$ cat src/rtl/mme_pkg.sv
// Package for the matrix multiply engine: widths, item kinds, register
// indexes, state encoding and the control structs shared by the modules.
// No dependencies.
package mme_pkg;

  localparam int DEF_MAX_DIM   = 8;
  localparam int DEF_FRAC_BITS = 16;

  localparam int DATA_W  = 32;
  localparam int KIND_W  = 2;
  localparam int POS_W   = 3;
  localparam int DIM_W   = 4;
  localparam int CFG_IDX_W = 2;

  localparam logic [KIND_W-1:0] KIND_WR_A = 2'd0;
  localparam logic [KIND_W-1:0] KIND_WR_B = 2'd1;
  localparam logic [KIND_W-1:0] KIND_MUL  = 2'd2;

  localparam logic [CFG_IDX_W-1:0] CFG_A_ROWS = 2'd0;
  localparam logic [CFG_IDX_W-1:0] CFG_A_COLS = 2'd1;
  localparam logic [CFG_IDX_W-1:0] CFG_B_ROWS = 2'd2;
  localparam logic [CFG_IDX_W-1:0] CFG_B_COLS = 2'd3;

  typedef enum logic [2:0] {
    ST_IDLE,
    ST_START,
    ST_RUN,
    ST_WAIT,
    ST_NEXT
  } mme_state_t;

  typedef struct packed {
    logic valid;
    logic first;
    logic last;
  } mme_ctl_t;

  typedef struct packed {
    logic              valid;
    logic              sat;
    logic [DATA_W-1:0] value;
  } mme_res_t;

endpackage

$ cat src/rtl/mme_ram.sv
// Single write port, single read port synchronous RAM with a registered read.
// Depends on mme_pkg for the default data width and depth.
module mme_ram
  import mme_pkg::*;
#(
  parameter int DEPTH  = DEF_MAX_DIM * DEF_MAX_DIM,
  parameter int ADDR_W = $clog2(DEPTH),
  parameter int WIDTH  = DATA_W
) (
  input  logic              clk,
  input  logic              we,
  input  logic [ADDR_W-1:0] waddr,
  input  logic [WIDTH-1:0]  wdata,
  input  logic [ADDR_W-1:0] raddr,
  output logic [WIDTH-1:0]  rdata
);

  logic [WIDTH-1:0] mem [DEPTH];
  logic [WIDTH-1:0] rdata_r;

  always_ff @(posedge clk) begin
    if (we) begin
      mem[waddr] <= wdata;
    end
  end

  always_ff @(posedge clk) begin
    rdata_r <= mem[raddr];
  end

  assign rdata = rdata_r;

endmodule

$ cat config.mk
export PLATFORM = sky130hd
export DESIGN_NAME = mme_ram
export DESIGN_NICKNAME = d
export VERILOG_FILES = /design/src/rtl/mme_pkg.sv /design/src/rtl/mme_ram.sv
export SDC_FILE = /design/constraint.sdc
export NUM_CORES = 2
export LEC_CHECK = 0
export BUFFER_PORTS_ARGS = -buffer_cell sky130_fd_sc_hd__buf_2
export CORE_ASPECT_RATIO = 1.4
export CORE_MARGIN = 2
export CORE_UTILIZATION = 57
export DETAILED_ROUTE_END_ITERATION = 7
export PLACE_DENSITY = 0.76
export SKIP_CTS_REPAIR_TIMING = 1
export SYNTH_ARGS = -nofsm -noshare
export SYNTH_HDL_FRONTEND = slang
export SYNTH_SLANG_ARGS = --single-unit
$ cat constraint.sdc
create_clock -name clk -period 3.3 [get_ports clk]
set_input_delay 0.165 -clock clk [delete_from_list [all_inputs] [get_ports clk]]
set_output_delay 0.165 -clock clk [all_outputs]
set_load 0.02 [all_outputs]
* Word level (Yosys, flattened, before mapping)
Memory sizes are Yosys's and may differ from the RTL's. A register that Yosys moved wholly into a read port is not among the register bits. Cells that the tools add are included.
Word-level totals: memories kept 1, input bits 46, logic and storage cells 3, RAM bits 2048, bits in registers 0, output and inout bits 32
Operators by class: multiplexer cells 2
Memories:
- mem | depth 64, bits a word 32, read ports 1, clocked after Yosys merged registers in 1, wr ports 1, line mme_ram.sv:18 | logic [WIDTH-1:0] mem [DEPTH];
Operators with widths (number):
- $mux W1 | 2

* Longest topological paths before layout
depth after elaboration 2, mapped depth 10, gate-level depth less buffers 5

* Least setup slack after synthesis
OpenSTA, ideal clock, no wires.
path kind input-to-reg, from input port waddr[3], to memory mem[48][0] (netlist bit) (enable), setup time 461 ps, data required time 2839 ps, path buffers 1, path slack -25 ps, data arrival time 2864 ps, cell stages on the path 4, cell sequence clkbuf_1 -> nor2b_1 -> nand4b_1 -> nor3_1
RTL lines:
- start, declared | line mme_ram.sv:12 | input logic [ADDR_W-1:0] waddr,
- end, declared | line mme_ram.sv:18
Straight into the memory's write port.

==> flow_summary_export.csv <==
group,metric,value,unit
clock_tree,cts_sinks,2080,
synth,synth.distinct_cells,34,
worst_setup_path,cp_max_fo,1,
detailed_routing,detailedRoute.firstIterationViolations,5162,
power,internal_power,0.04153,W
floorplan,die_y,443.1,µm
worst_setup_path,reg2reg_from,"mem[11][21]",
timing,timing.hold.ws,-0.008787,ns
timing,rsz0062_at_grt,"no",
grt,grt_pass1_wl,287300,µm
timing,max_slew_margin,0.1153,
timing,setup_viol,0,
synth,synth_nets,3370,
synth,ys.flop_type,"edfxtp_1",
run_status,violations,"negative hold slack",
power,power_density,597.0,mW/mm²
placement,place_area,0.08292,mm²
synth,synth_seq_cells,2080,
synth,postSynthCellCount,3324,
final_layout,syn2layout_area_growth,12.97,%
worst_setup_path,start_kind,"register",
timing,final.min_clock_period,2.493,ns
timing,worst_slew_pin_slew,1.327,ns
run,maxCapViolCount,0,
placement,gp_congestion,0.9084,
final_layout,fin_nets,3685,
worst_setup_path,worstPathRequired,3.96,ns
clock_tree,clock-root-buffer,"clkbuf_16",
detailed_routing,drc,0,
power,clkPwrFrac,0.388,
final_layout,layout-drive-gt1-share,0.3067,
timing,drv_slew,0,
grt,grt_usage,0.2939,
clock_tree,clk_pin_slew,0.07,ns
power,ir_drop,0.6295,mV
clock_tree,cts_max_level,4,
clock_tree,cts_buffer_depth,3,
power,p_comb_frac,0.056,
synth,async_flop_share,0,
floorplan,core,0.1372,mm²
detailed_routing,via_per_inst,6.850,
synth,yosysSeqAreaShare,0.7914,
worst_setup_path,worstSetupStartpoint,"mem[11][21]",
run_status,status,"finished with violations",
final_layout,final_area,0.08870,mm²
timing,fin_crit_sh,0.7553,
placement,hpwl,113600,µm
power,p_leak,27.77,nW
floorplan,start_util,0.5723,
detailed_routing,dr.pass1.iters,7,
timing,finClkSkew,0.02682,ns
floorplan,pin_count,78,
grt,first_global_vias,39020,
min_path,hold_path_class,"primary input to register",
detailed_routing,drt_wl_total,203700,µm
timing,tns,0,ns
clock_tree,cts_made_buffers,181,
floorplan,die_w,317.7,µm
synth,synth_warnings,0,
worst_setup_path,worstSetupPathType,"register to register",
detailed_routing,postRouteAntennaNets,0,
grt,overflow,0,
power,switchingPower,0.01142,W
clock_tree,cts_tree,"built",
timing,hold_viol_final,6,
synth,avgSynthCellArea,23.62,µm²
detailed_routing,vias,38270,
worst_setup_path,worst_setup_path_end_kind,"register",
power,p_seq_frac,0.555,
clock_tree,clk_latency,0.85,ns
synth,syn_area,0.07852,mm²
floorplan,rows,161,
power,swShare,0.2156,
synth,synth-edff-count,2048,
min_path,min-delay-start,"wdata[31]",
grt,grt_max_degree,65,
floorplan,dieArea,0.1408,mm²
worst_setup_path,critical_path_arrival,3.15,ns
grt,antenna_found_initial,11,
timing,fmax,0.4012,GHz
detailed_routing,wire_per_inst,36.46,µm
placement,io_buffers,77,
==> routing by layer <==
metal / vias up / wire length, µm / global-route usage
li1: 14860 / - / -
met1: 20310 / 67360 / 0.3675
met2: 2620 / 103100 / 0.4872
met3: 473 / 21380 / 0.06007
met4: 8 / 11840 / 0.1615
met5: - / 55 / 0
==> cells by family after synthesis <==
group | count (synthesis) | share of synthesized area
AOI/OAI and AO/OA | 202 | 0.01673
muxes | 637 | 0.1679
and+or+nand+nor | 223 | 0.01265
DFF | 2080 | 0.7914
buffers and inverters | 182 | 0.01128
==> worst max-delay path, cell delays in order (launching register included) <==
cell and delay [ns]:
edfxtp_1 0.42, mux4_2 0.53, mux4_2 0.57, o22ai_1 0.55, nor2_1 0.25
==> flip-flops by register name, indices dropped and copies added, names as in the netlist <==
signal,cells
mem,2048
rdata,32
==> synth_stat cells (all sizes together), types with 5 or more instances <==
cell type	count	area share
mux2i	93	0.012
a21oi	62	0.0040
nand2	26	0.0012
o22ai	84	0.0067
o221ai	27	0.0030
clkbuf	74	0.0035
mux4	544	0.16
or3b	5	0.00056
a311oi	8	0.00089
nand2b	8	0.00064
nor2	137	0.0065
dfxtp	32	0.0082
nand3	5	0.00032
buf	108	0.0077
nor2b	15	0.0012
nor3	7	0.00045
edfxtp	2048	0.78
a22oi	12	0.0011
nand3b	5	0.00048
==> cell usage in the layout (no fill, tap or decap), drive strengths merged, types with 9 or more instances in the layout <==
master	count
nor2	137
inv	12
edfxtp	2048
o221ai	27
mux4	544
clkinv	57
a22oi	12
buf	306
dfxtp	32
a21oi	62
nand2	26
bufinv	9
o22ai	84
nor2b	15
clkbuf	250
mux2i	93
==> stage by stage <==
stage,util,total power [W],cells,setup slack (ns)
2_1_floorplan,-,0.03135,3324,0.4831
3_3_place_gp,0.6045,0.03280,5241,0.2085
3_5_place_dp,0.6045,0.03287,5241,0.1772
4_1_cts,0.6458,0.05309,5571,0.8679
5_1_grt,0.6464,0.05412,5580,0.7639
6_report,0.6465,0.05295,5587,0.8074
==> layout make-up <==
class	instances	area [µm²]
fill	8345	48490
clock inverter	80	742.0
sequential	2080	62140
tap	1793	2243
clock buffer	250	4930
multi-input combinational	1062	15980
antenna	8	20.02
timing repair buffer	314	2643
==> final timing paths <==
kind,end,slack (ns),cells after the start
worst max-delay path,rdata[21],0.81,4
worst min-delay path,mem[50][31],-0.009,1
worst max register to register,rdata[21],0.81,4
worst min register to register,rdata[20],0.72,4
==> power by group through the flow <==
| stage | clock network [W] | logic, W | registers, W |
|---|---|---|---|
| after CTS | 0.0207 | 0.00296 | 0.0294 |
| final | 0.0206 | 0.00299 | 0.0294 |
| after floorplan | 0 | 0.00142 | 0.0299 |
| after global routing | 0.0217 | 0.00309 | 0.0294 |
| after detailed placement | 0 | 0.00293 | 0.0299 |
| after global placement | 0 | 0.00287 | 0.0299 |
Note: power is estimated with default switching activity, not from simulation.
