### config.mk
export PLATFORM = sky130hd
export DESIGN_NAME = mme_mac
export DESIGN_NICKNAME = d
export VERILOG_FILES = /design/src/rtl/mme_pkg.sv /design/src/rtl/mme_mac.sv
export SDC_FILE = /design/constraint.sdc
export NUM_CORES = 2
export LEC_CHECK = 0
export ABC_AREA = 1
export BUFFER_PORTS_ARGS = -buffer_cell sky130_fd_sc_hd__buf_2
export CORE_MARGIN = 2
export CORE_UTILIZATION = 40
export CTS_CLUSTER_DIAMETER = 80
export DETAILED_ROUTE_END_ITERATION = 7
export PLACE_DENSITY_LB_ADDON = 0.1
export REMOVE_ABC_BUFFERS = 1
export SYNTH_ARGS = -nofsm -noshare
export SYNTH_HDL_FRONTEND = slang
export SYNTH_SLANG_ARGS = --single-unit
### constraint.sdc
create_clock -name clk -period 8.2 [get_ports clk]
set_clock_uncertainty 0.2 [all_clocks]
set_input_delay 1.64 -clock clk [delete_from_list [all_inputs] [get_ports clk]]
set_output_delay 1.64 -clock clk [all_outputs]
set_load 0.02 [all_outputs]
### src/rtl/mme_pkg.sv
// Package for the matrix multiply engine: widths, item kinds, register
// indexes, state encoding and the control structs shared by the modules.
// No dependencies.
package mme_pkg;

  localparam int DEF_MAX_DIM   = 8;
  localparam int DEF_FRAC_BITS = 16;

  localparam int DATA_W  = 32;
  localparam int KIND_W  = 2;
  localparam int POS_W   = 3;
  localparam int DIM_W   = 4;
  localparam int CFG_IDX_W = 2;

  localparam logic [KIND_W-1:0] KIND_WR_A = 2'd0;
  localparam logic [KIND_W-1:0] KIND_WR_B = 2'd1;
  localparam logic [KIND_W-1:0] KIND_MUL  = 2'd2;

  localparam logic [CFG_IDX_W-1:0] CFG_A_ROWS = 2'd0;
  localparam logic [CFG_IDX_W-1:0] CFG_A_COLS = 2'd1;
  localparam logic [CFG_IDX_W-1:0] CFG_B_ROWS = 2'd2;
  localparam logic [CFG_IDX_W-1:0] CFG_B_COLS = 2'd3;

  typedef enum logic [2:0] {
    ST_IDLE,
    ST_START,
    ST_RUN,
    ST_WAIT,
    ST_NEXT
  } mme_state_t;

  typedef struct packed {
    logic valid;
    logic first;
    logic last;
  } mme_ctl_t;

  typedef struct packed {
    logic              valid;
    logic              sat;
    logic [DATA_W-1:0] value;
  } mme_res_t;

endpackage

### src/rtl/mme_mac.sv
// Multiply-accumulate datapath: registered 32x32 multiply, exact accumulate,
// then round-to-nearest, shift and saturate. Depends on mme_pkg.
module mme_mac
  import mme_pkg::*;
#(
  parameter int MAX_DIM   = DEF_MAX_DIM,
  parameter int FRAC_BITS = DEF_FRAC_BITS
) (
  input  logic              clk,
  input  logic              rst_n,
  input  mme_ctl_t          ctl_i,
  input  logic [DATA_W-1:0] a_data,
  input  logic [DATA_W-1:0] b_data,
  output mme_res_t          res_o
);

  localparam int PROD_W = 2 * DATA_W;
  localparam int ACC_W  = PROD_W + $clog2(MAX_DIM);
  localparam logic [ACC_W-1:0] RND = (ACC_W'(1) << FRAC_BITS) >> 1;

  mme_ctl_t ctl1_r, ctl2_r, ctl3_r;
  logic signed [PROD_W-1:0] prod_r, prod_nxt;
  logic [ACC_W-1:0] acc_r, acc_nxt, prod_ext;
  logic [ACC_W-1:0] rounded;
  logic signed [ACC_W-1:0] shifted;
  logic fits;

  always_ff @(posedge clk) begin
    if (!rst_n) begin
      ctl1_r <= '0;
      ctl2_r <= '0;
      ctl3_r <= '0;
    end else begin
      ctl1_r <= ctl_i;
      ctl2_r <= ctl1_r;
      ctl3_r <= ctl2_r;
    end
  end

  assign prod_nxt = $signed(a_data) * $signed(b_data);
  assign prod_ext = {{(ACC_W-PROD_W){prod_r[PROD_W-1]}}, prod_r};
  assign acc_nxt  = ctl2_r.first ? prod_ext : acc_r + prod_ext;

  always_ff @(posedge clk) begin
    if (ctl1_r.valid) begin
      prod_r <= prod_nxt;
    end
    if (ctl2_r.valid) begin
      acc_r <= acc_nxt;
    end
  end

  assign rounded = acc_r + RND;
  assign shifted = $signed(rounded) >>> FRAC_BITS;
  assign fits    = (&shifted[ACC_W-1:DATA_W-1]) || !(|shifted[ACC_W-1:DATA_W-1]);

  always_comb begin
    res_o.valid = ctl3_r.valid && ctl3_r.last;
    res_o.sat   = !fits;
    if (fits) begin
      res_o.value = shifted[DATA_W-1:0];
    end else if (shifted[ACC_W-1]) begin
      res_o.value = {1'b1, {(DATA_W-1){1'b0}}};
    end else begin
      res_o.value = {1'b0, {(DATA_W-1){1'b1}}};
    end
  end

endmodule
---- After elaboration in Yosys (flattened, before gate mapping) ----
Index checks and enable logic that the tools add are counted.
word-level totals
  flip-flop bits (word level) ............. 139
  input bits .............................. 69
  output and inout port bits .............. 34
  word-level logic and storage cells ...... 22
operators by class
  add/sub/neg operators ................... 2
  multiply operators ...................... 1
  multiplexer cells ....................... 3
  reductions and logical operators ........ 6
operators with widths
  operator                                                           number
  67-bit by 16-bit adder with 67-bit output (second input constant)  1
  67-bit adder                                                       1
  67-bit 2-to-1 mux                                                  1
  32-bit by 32-bit multiplier with 64-bit output                     1
  32-bit 2-to-1 mux                                                  2
  20-bit AND reduction                                               1
  20-bit OR reduction                                                1
  1-bit zero test                                                    2
  1-bit logical AND                                                  1
  1-bit logical OR                                                   1

---- Depth between registers and ports, before layout ----
  depth after elaboration ................. 5
  mapped depth ............................ 34

---- Worst setup path after synthesis ----
No wires, ideal clock.
  path kind ............................... input-to-reg
  from .................................... input a_data[31]
  to ...................................... register prod_r[61], data pin
  library setup time ...................... 0.252 ns
  data arrival time ....................... 8.342 ns
  required time ........................... 7.748 ns
  slack ................................... -0.594 ns
  stages on the path ...................... 26
  cell sequence ........................... clkbuf_1 nand2_1 inv_1 fa_1 inv_1 fa_1 inv_1 fa_1 fa_1 inv_1 fa_1 inv_1 fa_1 inv_1 fa_1 inv_1 fa_1 ha_1 nand2_1 nor2_1 inv_1 nor2_1 nand4_1 or2_2 nand3_1 nand2_1
on the way
  longest elaborated chain between the ends .. 1
RTL lines
  what                                            RTL line       source
  from (decl)                                     mme_mac.sv:12  input logic [DATA_W-1:0] a_data,
  32-bit by 32-bit multiplier with 64-bit output  mme_mac.sv:40  assign prod_nxt = $signed(a_data) * $signed(b_data);
  via prod_nxt[61]                                mme_mac.sv:22  logic signed [PROD_W-1:0] prod_r, prod_nxt;
  to (signal assigned)                            mme_mac.sv:46  prod_r <= prod_nxt;
  to (decl)                                       mme_mac.sv:22
The timed path passes the listed nets, and every way through them passes these cells.
A chain may end at the register's enable or synchronous reset.

---- Worst setup path in the final report ----
  from .................................... input a_data[16]
  to ...................................... register prod_r[53], data pin
The elaborated chain is that of the path after synthesis.

==> qor.csv <==
metric,value,unit
synth_seq_cells,139,
relSlewSlack,39.3,%
syn-mean-instance-area,7.64,um2
post-route-drc-count,0,
rr_startpoint,prod_r[32]$_DFFE_PP_,
synth_largest_area_cell,fa_1,
port_buffers,102,
end_kind,register,
synthAdderAreaFrac,50.0,%
cts_tree,done,
dieHeight,356,um
grt_pass1_vias,44800,
clk_latency,0.47,ns
ctsRootBufferMaster,clkbuf_16,
ys_top_cells_by_count,"nand2_1 (1,791), inv_1 (1,782), fa_1 (1,083)",
detail_route.wl_per_cell,19.2,um
cp.arrival,8.16,ns
dp_hpwl,145000,um
fin_cells,8697,
place_congestion,0.968,
cap_violations,0,
viasPerCell,4.86,
cp_data_required_time,8.18,ns
reg2reg_to,acc_r[65]$_DFFE_PP_,
first_pass_iters,6,
synth_compound_area_share,4.51,%
finalHoldViolations,0,
rows,129,
synth-edff-count,131,
synth_cell_types,41,
seq_area_frac_synth,8.25,%
synth_top_family_by_area,adder cells,
fin_crit_sh,99.8,%
max-clock-path-buffers,2,
synthCells,6493,
antenna_left,0,
clk_pin_slew,0.06,ns
r2r_slack,4.46,ns
min_delay_worst_endpoint,ctl2_r[1]$_SDFF_PN0_,
start_util,40.2,%
muxShareOfSynthArea,0,%
final_cell_area,59600,um2
synth-xor-area-share,1.90,%
yosysWarningCount,0,
synth-simple-area-share,20.1,%
htree_levels,4,
holdWs,0.206,ns
cts_hold_buf,0,
drt_iter0_markers,2799,
antenna_found_initial,1,
fin_crit,8.18,ns
synth_ff_type,edfxtp_1,
min_from,ctl1_r[1]$_SDFF_PN0_,
reg2regPathDepth,9,
drt_wl_total,167000,um
clock_sinks,139,
yosys-top-cells-area,"fa_1 (44%), nand2_1 (14%), inv_1 (13%)",
tightest_slew,0.910,ns
antennaDiodeCount,0,
critPathKind,in2reg,
synthesis.area,49600,um2
grt_max_degree,66,
num_vias,42300,
synth_top_area_share,43.7,%
setup_viol,0,
syn2layout_area_growth,20.1,%
grt_usage,26.5,%
core-area,123000,um2
status,"finished, final reports clean",
finalMaxSlewViolations,0,
grt_pass1_wl,259000,um
dpl.cell_count,8632,
synthArstFlopShare,0,%
path_max_fanout,7,
start_kind,primary input,
rsz0062_at_grt,true,
synth_most_common_cell,nand2_1,
pin_count,103,
layout.nets,8450,
hp-class,reg2reg,
die_w,356,um
cts_buffers,17,
drive_gt1_share,16.2,%
fmax,122,MHz
die_area,127000,um2
post_dp_cell_area,56800,um2
holdPathStages,2,
grt-ovfl-total,0,
logic make-up after synthesis:
group,count (synthesis)
adders and majority gates,1334
AOI/OAI and AO/OA,406
buffers and inverters,1999
xor gates and xnor gates,107
and+or+nand+nor,2508
DFF,139
cell usage in the layout (no fill, tap or decap), types with 40 or more instances in the layout:
cell type  netlist  layout
a21oi_1        176     132
buf_12           0      70
buf_2            0      77
buf_4            0     542
buf_6            6      40
edfxtp_1       131     131
fa_1          1083    1053
ha_1           251     218
inv_1         1782    1729
inv_2            2      49
nand2_1       1791    1741
nand2_2          5      47
nand3_1        156     142
nand4_1         44      44
nor2_1         417     366
o21ai_0        141     114
xnor2_1         42      42
xor2_1          64      61
worst max-delay path by stage:
stage / startpoint / to / slack (ns) / depth (start not counted)
final: a_data[16] / prod_r[53]$_DFFE_PP_ / 0.02 / 25
after global routing: a_data[16] / prod_r[50]$_DFFE_PP_ / -0.15 / 25
after CTS: a_data[24] / prod_r[41]$_DFFE_PP_ / -0.04 / 28
after detailed placement: b_data[10] / prod_r[41]$_DFFE_PP_ / -1.00 / 27
after global placement: b_data[10] / prod_r[41]$_DFFE_PP_ / -1.05 / 27
after floorplan: b_data[2] / prod_r[61]$_DFFE_PP_ / -0.35 / 23
metrics by stage:
| step | setup slack [ns] | utilization, % | setup TNS (ns) |
|---|---|---|---|
| finish | 0.0173 | 48.3 | 0 |
| global route | -0.154 | 48.3 | -1.46 |
| CTS | -0.0447 | 46.8 | -0.115 |
| detailed placement | -1.00 | 46.0 | -26.19 |
| global placement | -1.05 | 46.0 | -26.06 |
| floorplan | -0.353 | - | -2.29 |
cell type report:
class | count | area, um2
clock buffers | 20 | 437
clock inverters | 12 | 138
fillers | 12500 | 63900
inverters | 1786 | 6720
multi-input cells | 4355 | 39500
flip-flops and latches | 139 | 4100
well taps | 1637 | 2050
repair buffers | 748 | 6680
layer usage:
| metal | part of all wire (%) | vias to the layer above | global-route usage (%) |
|---|---|---|---|
| met2 | 48 | 1020 | 45.4 |
| met1 | 45 | 21300 | 37.2 |
| met5 | 0 | - | 0 |
| li1 | - | 19800 | - |
| met3 | 4.6 | 134 | 1.74 |
| met4 | 2.0 | 0 | 4.90 |
timing repair:
| item | CTS | global route |
|---|---|---|
| gates cloned | 0 | 11 |
| gates resized for setup | 93 | 412 |
| endpoints found under the setup margin | 32 | 40 |
| buffers inserted | 5 | 20 |
| pin swaps | 18 | 153 |
critical path, stage by stage:
cell and delay [ns]:
buf_6 0.12, buf_12 0.16, buf_12 0.15, nand2_2 0.07
inv_2 0.04, fa_2 0.56, inv_2 0.04, fa_1 0.53
fa_2 0.45, fa_2 0.53, inv_1 0.05, fa_2 0.39
fa_1 0.52, fa_2 0.48, fa_2 0.64, ha_4 0.22
buf_6 0.12, a21o_1 0.17, o21bai_4 0.19, buf_4 0.13
a21o_1 0.19, a21oi_4 0.22, buf_6 0.13, o211ai_1 0.17
xor2_1 0.21
flip-flops by register name, summed over array words and instances (netlist names):
name    flops
acc_r      67
ctl1_r      3
ctl2_r      3
ctl3_r      2
prod_r     64
Power is not shown: default switching activity piles up to over one toggle a cycle in this logic, so the estimate is an artifact.
